File: src/rtl/core/ffca_pkg.sv
package ffca_pkg;

    localparam int ARENA_BYTES    = 8388608;
    localparam int ALIGN          = 16;        // power of two
    localparam int FREE_ENTRIES   = 64;
    localparam int ACTIVE_ENTRIES = 64;
    localparam int RING_DEPTH     = 32;
    localparam int GUARD_RESET    = 4;

    localparam int AW = 23;                    // arena offset
    localparam int SW = 24;                    // size, length, 24-bit offset
    localparam int PW = 48;                    // array product
    localparam int FW = 25;                    // footprint before clipping
    localparam int GW = 7;                     // guard register

    localparam int FAW = (FREE_ENTRIES > 1) ? $clog2(FREE_ENTRIES) : 1;
    localparam int AAW = (ACTIVE_ENTRIES > 1) ? $clog2(ACTIVE_ENTRIES) : 1;
    localparam int RAW = (RING_DEPTH > 1) ? $clog2(RING_DEPTH) : 1;
    localparam int FCW = $clog2(FREE_ENTRIES + 1);
    localparam int ACW = $clog2(ACTIVE_ENTRIES + 1);
    localparam int RFW = $clog2(RING_DEPTH + 1);
    localparam int IW0 = (FCW > ACW) ? FCW : ACW;
    localparam int IW  = (IW0 > RFW) ? IW0 : RFW;

    localparam logic [1:0] OP_ALLOC = 2'd0;
    localparam logic [1:0] OP_FREE  = 2'd1;
    localparam logic [1:0] OP_ARRAY = 2'd2;

    typedef enum logic [2:0] {
        ST_OK,
        ST_OOM,
        ST_NULL,
        ST_NOTALLOC,
        ST_NOTHEAP,
        ST_DOUBLE,
        ST_FULL
    } status_t;

    typedef enum logic [5:0] {
        CMD_NONE,
        CMD_LOAD,
        CMD_MUL,
        CMD_FOOT,
        CMD_BUMP,
        CMD_FAIL_OOM,
        CMD_FAIL_FULL,
        CMD_ST_NULL,
        CMD_ST_DOUBLE,
        CMD_ST_NOTHEAP,
        CMD_ST_NOTALLOC,
        CMD_ST_FULL,
        CMD_INC,
        CMD_I0,
        CMD_FRD_I,
        CMD_FRD_I1,
        CMD_FRD_IM1,
        CMD_TAKE_EXACT,
        CMD_TAKE_SPLIT,
        CMD_FWR_I_RD,
        CMD_FWR_I_DEC,
        CMD_FDEC,
        CMD_COMMIT,
        CMD_OUT,
        CMD_ARD_I,
        CMD_KEEP_K,
        CMD_CLIP,
        CMD_P_END,
        CMD_P_HIT,
        CMD_PREV,
        CMD_BUMP_DOWN_F,
        CMD_BUMP_DOWN_M,
        CMD_I_FCNT,
        CMD_INS_P,
        CMD_MERGE_BOTH,
        CMD_MERGE_PREV,
        CMD_MERGE_NEXT,
        CMD_ARD_LAST,
        CMD_FREE_DONE,
        CMD_RRD_I,
        CMD_SET_OFF
    } cmd_t;

    typedef struct packed {
        logic [AW-1:0] start;
        logic [SW-1:0] len;
    } entry_t;

    typedef struct packed {
        logic [1:0] op;
        logic       present;
        logic       bad_array;
        logic       act_full;
        logic       size_big;
        logic       bump_fit;
        logic       i_lt_fcnt;
        logic       i1_lt_fcnt;
        logic       i_lt_acnt;
        logic       i_lt_fill;
        logic       i_gt_p;
        logic       hit_len;
        logic       len_eq;
        logic       hit_gt;
        logic       hit_act;
        logic       hit_ring;
        logic       hit_contain;
        logic       addr_out;
        logic       pm;
        logic       nm;
        logic       e_is_bump;
        logic       free_full;
        logic       top_hit;
        logic       out_free;
    } dp_flags_t;

endpackage

File: src/rtl/core/ffca_ctrl.sv
module ffca_ctrl (
    input  logic                clk,
    input  logic                rst_n,
    input  logic                in_valid,
    output logic                in_stall,
    input  ffca_pkg::dp_flags_t flags,
    output ffca_pkg::cmd_t      cmd
);
    import ffca_pkg::*;

    typedef enum logic [4:0] {
        S_IDLE,
        S_DECODE,
        S_MUL,
        S_MULCHK,
        S_ALLOC,
        S_BUMPCHK,
        S_FS_RD,
        S_FS_CHK,
        S_RM_RD,
        S_RM_WR,
        S_COMMIT,
        S_FINISH,
        S_AF_RD,
        S_AF_CHK,
        S_FF_FOOT,
        S_FF_CLIP,
        S_FP_RD,
        S_FP_CHK,
        S_FP_DEC,
        S_INS_RD,
        S_INS_WR,
        S_TOPCHK,
        S_FR_RD,
        S_FR_WR,
        S_RG_RD,
        S_RG_CHK,
        S_NH_CHK,
        S_CN_RD,
        S_CN_CHK
    } state_t;

    state_t state_reg, state_next;
    state_t ret_reg, ret_next;

    assign in_stall = (state_reg != S_IDLE);

    always_comb
    begin
        state_next = state_reg;
        ret_next   = ret_reg;
        cmd        = CMD_NONE;
        case (state_reg)
            S_IDLE:
            begin
                if (in_valid)
                begin
                    cmd        = CMD_LOAD;
                    state_next = S_DECODE;
                end
            end
            S_DECODE:
            begin
                case (flags.op)
                    OP_ALLOC: state_next = S_ALLOC;
                    OP_ARRAY: state_next = S_MUL;
                    OP_FREE:
                    begin
                        if (flags.present)
                        begin
                            state_next = S_AF_RD;
                        end
                        else
                        begin
                            cmd        = CMD_ST_NULL;
                            state_next = S_FINISH;
                        end
                    end
                    default: state_next = S_FINISH;
                endcase
            end
            S_MUL:
            begin
                cmd        = CMD_MUL;
                state_next = S_MULCHK;
            end
            S_MULCHK:
            begin
                if (flags.bad_array)
                begin
                    cmd        = CMD_FAIL_OOM;
                    state_next = S_FINISH;
                end
                else
                begin
                    state_next = S_ALLOC;
                end
            end
            S_ALLOC:
            begin
                if (flags.act_full)
                begin
                    cmd        = CMD_FAIL_FULL;
                    state_next = S_FINISH;
                end
                else
                begin
                    cmd        = CMD_FOOT;
                    state_next = S_BUMPCHK;
                end
            end
            S_BUMPCHK:
            begin
                if (flags.size_big)
                begin
                    cmd        = CMD_FAIL_OOM;
                    state_next = S_FINISH;
                end
                else if (flags.bump_fit)
                begin
                    cmd        = CMD_BUMP;
                    state_next = S_COMMIT;
                end
                else
                begin
                    state_next = S_FS_RD;
                end
            end
            S_FS_RD:
            begin
                if (!flags.i_lt_fcnt)
                begin
                    cmd        = CMD_FAIL_OOM;
                    state_next = S_FINISH;
                end
                else
                begin
                    cmd        = CMD_FRD_I;
                    state_next = S_FS_CHK;
                end
            end
            S_FS_CHK:
            begin
                if (flags.hit_len && flags.len_eq)
                begin
                    cmd        = CMD_TAKE_EXACT;
                    ret_next   = S_COMMIT;
                    state_next = S_RM_RD;
                end
                else if (flags.hit_len)
                begin
                    cmd        = CMD_TAKE_SPLIT;
                    state_next = S_COMMIT;
                end
                else
                begin
                    cmd        = CMD_INC;
                    state_next = S_FS_RD;
                end
            end
            // close the gap at the index counter, then return
            S_RM_RD:
            begin
                if (flags.i1_lt_fcnt)
                begin
                    cmd        = CMD_FRD_I1;
                    state_next = S_RM_WR;
                end
                else
                begin
                    cmd        = CMD_FDEC;
                    state_next = ret_reg;
                end
            end
            S_RM_WR:
            begin
                cmd        = CMD_FWR_I_RD;
                state_next = S_RM_RD;
            end
            S_COMMIT:
            begin
                cmd        = CMD_COMMIT;
                state_next = S_FINISH;
            end
            S_FINISH:
            begin
                if (flags.out_free)
                begin
                    cmd        = CMD_OUT;
                    state_next = S_IDLE;
                end
            end
            S_AF_RD:
            begin
                if (!flags.i_lt_acnt)
                begin
                    cmd        = CMD_I0;
                    state_next = S_RG_RD;
                end
                else
                begin
                    cmd        = CMD_ARD_I;
                    state_next = S_AF_CHK;
                end
            end
            S_AF_CHK:
            begin
                if (flags.hit_act)
                begin
                    cmd        = CMD_KEEP_K;
                    state_next = S_FF_FOOT;
                end
                else
                begin
                    cmd        = CMD_INC;
                    state_next = S_AF_RD;
                end
            end
            S_FF_FOOT:
            begin
                cmd        = CMD_FOOT;
                state_next = S_FF_CLIP;
            end
            S_FF_CLIP:
            begin
                cmd        = CMD_CLIP;
                state_next = S_FP_RD;
            end
            S_FP_RD:
            begin
                if (!flags.i_lt_fcnt)
                begin
                    cmd        = CMD_P_END;
                    state_next = S_FP_DEC;
                end
                else
                begin
                    cmd        = CMD_FRD_I;
                    state_next = S_FP_CHK;
                end
            end
            S_FP_CHK:
            begin
                if (flags.hit_gt)
                begin
                    cmd        = CMD_P_HIT;
                    state_next = S_FP_DEC;
                end
                else
                begin
                    cmd        = CMD_PREV;
                    state_next = S_FP_RD;
                end
            end
            S_FP_DEC:
            begin
                if (!flags.pm && !flags.nm)
                begin
                    if (flags.e_is_bump)
                    begin
                        cmd        = CMD_BUMP_DOWN_F;
                        state_next = S_FR_RD;
                    end
                    else if (flags.free_full)
                    begin
                        cmd        = CMD_ST_FULL;
                        state_next = S_FINISH;
                    end
                    else
                    begin
                        cmd        = CMD_I_FCNT;
                        state_next = S_INS_RD;
                    end
                end
                else if (flags.pm && flags.nm)
                begin
                    cmd        = CMD_MERGE_BOTH;
                    ret_next   = S_TOPCHK;
                    state_next = S_RM_RD;
                end
                else if (flags.pm)
                begin
                    cmd        = CMD_MERGE_PREV;
                    state_next = S_TOPCHK;
                end
                else
                begin
                    cmd        = CMD_MERGE_NEXT;
                    state_next = S_TOPCHK;
                end
            end
            // open a hole at the insert point, moving entries up one
            S_INS_RD:
            begin
                if (flags.i_gt_p)
                begin
                    cmd        = CMD_FRD_IM1;
                    state_next = S_INS_WR;
                end
                else
                begin
                    cmd        = CMD_INS_P;
                    state_next = S_FR_RD;
                end
            end
            S_INS_WR:
            begin
                cmd        = CMD_FWR_I_DEC;
                state_next = S_INS_RD;
            end
            S_TOPCHK:
            begin
                if (flags.top_hit)
                begin
                    cmd        = CMD_BUMP_DOWN_M;
                    ret_next   = S_FR_RD;
                    state_next = S_RM_RD;
                end
                else
                begin
                    state_next = S_FR_RD;
                end
            end
            S_FR_RD:
            begin
                cmd        = CMD_ARD_LAST;
                state_next = S_FR_WR;
            end
            S_FR_WR:
            begin
                cmd        = CMD_FREE_DONE;
                state_next = S_FINISH;
            end
            S_RG_RD:
            begin
                if (!flags.i_lt_fill)
                begin
                    cmd        = CMD_I0;
                    state_next = S_NH_CHK;
                end
                else
                begin
                    cmd        = CMD_RRD_I;
                    state_next = S_RG_CHK;
                end
            end
            S_RG_CHK:
            begin
                if (flags.hit_ring)
                begin
                    cmd        = CMD_ST_DOUBLE;
                    state_next = S_FINISH;
                end
                else
                begin
                    cmd        = CMD_INC;
                    state_next = S_RG_RD;
                end
            end
            S_NH_CHK:
            begin
                if (flags.addr_out)
                begin
                    cmd        = CMD_ST_NOTHEAP;
                    state_next = S_FINISH;
                end
                else
                begin
                    cmd        = CMD_ST_NOTALLOC;
                    state_next = S_CN_RD;
                end
            end
            S_CN_RD:
            begin
                if (!flags.i_lt_acnt)
                begin
                    state_next = S_FINISH;
                end
                else
                begin
                    cmd        = CMD_ARD_I;
                    state_next = S_CN_CHK;
                end
            end
            S_CN_CHK:
            begin
                if (flags.hit_contain)
                begin
                    cmd        = CMD_SET_OFF;
                    state_next = S_FINISH;
                end
                else
                begin
                    cmd        = CMD_INC;
                    state_next = S_CN_RD;
                end
            end
            default:
            begin
                state_next = S_IDLE;
            end
        endcase
    end

    always_ff @(posedge clk or negedge rst_n)
    begin
        if (!rst_n)
        begin
            state_reg <= S_IDLE;
            ret_reg   <= S_FINISH;
        end
        else
        begin
            state_reg <= state_next;
            ret_reg   <= ret_next;
        end
    end

endmodule

File: config.mk
export PLATFORM = sky130hd
export DESIGN_NAME = ffca_ctrl
export DESIGN_NICKNAME = d
export VERILOG_FILES = /design/src/rtl/core/ffca_pkg.sv /design/src/rtl/core/ffca_ctrl.sv
export SDC_FILE = /design/constraint.sdc
export NUM_CORES = 1
export LEC_CHECK = 0
export BUFFER_PORTS_ARGS = -buffer_cell sky130_fd_sc_hd__buf_4
export CAP_MARGIN = 10
export CORE_ASPECT_RATIO = 1.4
export CORE_MARGIN = 3
export CORE_UTILIZATION = 55
export DETAILED_ROUTE_END_ITERATION = 10
export GPL_TIMING_DRIVEN = 0
export PLACE_DENSITY = 0.79
export SLEW_MARGIN = 20
export SYNTH_ARGS = -nofsm -noshare
export SYNTH_HDL_FRONTEND = slang
export SYNTH_SLANG_ARGS = --single-unit
File: constraint.sdc
create_clock -name clk -period 2.9 [get_ports clk]
set_input_delay 0.145 -clock clk [delete_from_list [all_inputs] [get_ports clk]]
set_output_delay 0.145 -clock clk [all_outputs]
set_load 0.01 [all_outputs]
==> out/metrics.cfg <==
[synth]
ys_ff_latch=9
yosysSeqAreaShare=0.126
yosysUniqueCellTypes=66
ys_top_cells_by_count=nor2_1, nand2_1, o21ai_0, a21oi_1, nand3_1
syn_area_um2=1820
ys_async_sr_fraction=1.00
synth.area.mux_share=0.0179
synth_area_leaders=dfrtp_1, o21ai_0, buf_6
synth_nets=283
syn_inst=255
synth_edf_count=0
yosys_warnings=0
yosys.area_share.xor_xnor=0.00481
yosys.area_share.simple=0.399
syn_avg_cell_area_um2=7.14
synth_largest_area_cell=dfrtp_1
synth_top_family_by_area=simple AND/OR/NAND/NOR gates
synth_fa_ha_area_frac=0
synth_flop_cell=dfrtp_1
synth_top_area_frac=0.0825
yosysMostFrequentCell=nor2_1
synth_compound_area_frac=0.348

[cts]
cts_tree=yes
clockBufferDepth=2
cts.sinks=9
path_clk_slew_ns=0.04
numCtsBuffers=3
post_cts_resized=0
htree_levels=1
cts_root_buf=clkbuf_8
postCtsSetupRepairBufs=0
clkLatencyLatePin_ns=0.23

[setup_path]
cp-start-kind=flop
cp_max_fo=8
endpoint_kind=output pin
crit_type=reg2out
crit_slowest_cell=nor3b_1
crit_arrival_ns=2.45
crit_path_cell_trace=nor3b_1 -> nand4_1 -> o311ai_0 -> or4_1 -> buf_4
slowest_delay_ns=0.89
required_ns=2.76

[timing]
tightest_slew_ns=1.06
finalCritPeriodShare=0.894
setup_viol=0
whs_ns=0.262
tns_ns=0
hold_viol_final=0
rsz0062_at_grt=no
fmax_mhz=386
fin_crit_ns=2.59
fin_skew_ns=0.00125
relSlewSlack=0.295
report.final.slew_viol_count=0

[floorplan]
fp.dieW_um=54.6
rows=24
start_util=0.577
die_y_um=74.1
core-area_um2=3150
io_pins=35
die_area_um2=4050

[global_route]
first_global_vias=2344
grt_pass1_wl_mm=12.0
grt_usage=0.410
overflow=0
grt_max_degree=11
antenna_found_initial=0

[cells_and_area]
final_area_um2=2180
largest_reg_flops=5
multiInputGateArea_um2=1400
seq_area_um2=229
drive_gt1_frac=0.252
n_antenna_cell=0
fin_nets=323
area_growth_pct=19.7
fillers=289

[route]
vias=2487
wirelength_mm=7.66
ant_nets=0
drtIter0Drc=294
routed_via_density=7.47
wire_per_inst_um=23.0
drc=0
first_pass_iters=8

[power]
power.density_nw_per_um2=1050
ir_drop_mv=0.834
leakage_nw=0.877

[place]
portBuffers=34
place_area_um2=2120
place.gp.congestion=1.06
dp_hpwl_mm=5.83

[worst_hold_path]
hold_class=in2reg

[flow_run]
max_cap_viol_count=0

[run_status]
run_status=completed

[path summary, 6_finish.rpt]
check	from	endpoint	slack, ns	depth (start not counted)
min in group asynchronous	rst_n	state_reg[0]	0.28	2
setup / recovery	state_reg[4]	cmd[0]	0.31	5
hold reg to reg	ret_reg[2]	ret_reg[2]	0.49	1
max in group asynchronous	rst_n	ret_reg[3]	2.40	2
setup reg to reg	state_reg[3]	state_reg[1]	0.64	5
hold / removal	flags[21]	state_reg[2]	0.26	4
[worst max-delay path: cells and delay by family (launching register included)]
family	cells	cell delay [ns]
compound gates	1	0.20
simple gates	3	1.41
flops	1	0.49
buf+inv	1	0.11
[per-stage QoR]
stage               instances  power, W  worst slack (ns)  utilization
floorplan                 255   0.00148              1.02            -
global placement          328   0.00206             0.642        0.674
detailed placement        328   0.00206             0.667        0.674
CTS                       333   0.00221             0.421        0.691
global route              333   0.00242             0.217        0.691
finish                    333   0.00229             0.308        0.691
[repair_timing]
action / 4_1_cts / 5_1_grt
hold endpoints to repair: 9 / 0
setup endpoints to repair: 0 / 0
hold buffers: 1 / 0
[cell type report]
cell class              instances  share of cell area
plain buffers                  22              0.0775
clock buffers                   4              0.0207
inverters                       6              0.0103
multi-input cells             218               0.642
flip-flops and latches          9               0.105
well taps                      39              0.0224
repair buffers                 35               0.122
[report_power, final]
group,internal [W],switching (W),leakage (nW)
registers,0.000192,0.0000575,0.104
clock network,0.0000953,0.0000443,0.0228
logic,0.000751,0.00116,0.751
total,0.00104,0.00126,0.877
[kinds of logic after synthesis]
kind of cell              Yosys count
AOI/OAI and AO/OA                  88
DFF                                 9
and+or+nand+nor                   126
xor gates and xnor gates            1
buffers and inverters              28
muxes                               3
[per-layer routing]
metal	global-route usage	routed length (um)	vias up
li1	-	-	1073
met1	0.516	2540	1051
met2	0.620	3400	283
met3	0.0782	1130	80
met4	0.263	587	0
met5	0.0278	0	-
[placed cells by master, fill, tap and decap left out, drive strengths merged, types with 5 or more instances in the layout]
cell	count
nand4	10
o2111ai	5
nand3	13
nor2b	13
nand2b	5
inv	6
buf	54
dfrtp	6
nor3	6
o21ai	20
clkbuf	6
o211ai	8
nand2	21
nor3b	8
a21oi	14
nor2	24
No activity file was read; power rests on OpenSTA's default activity.
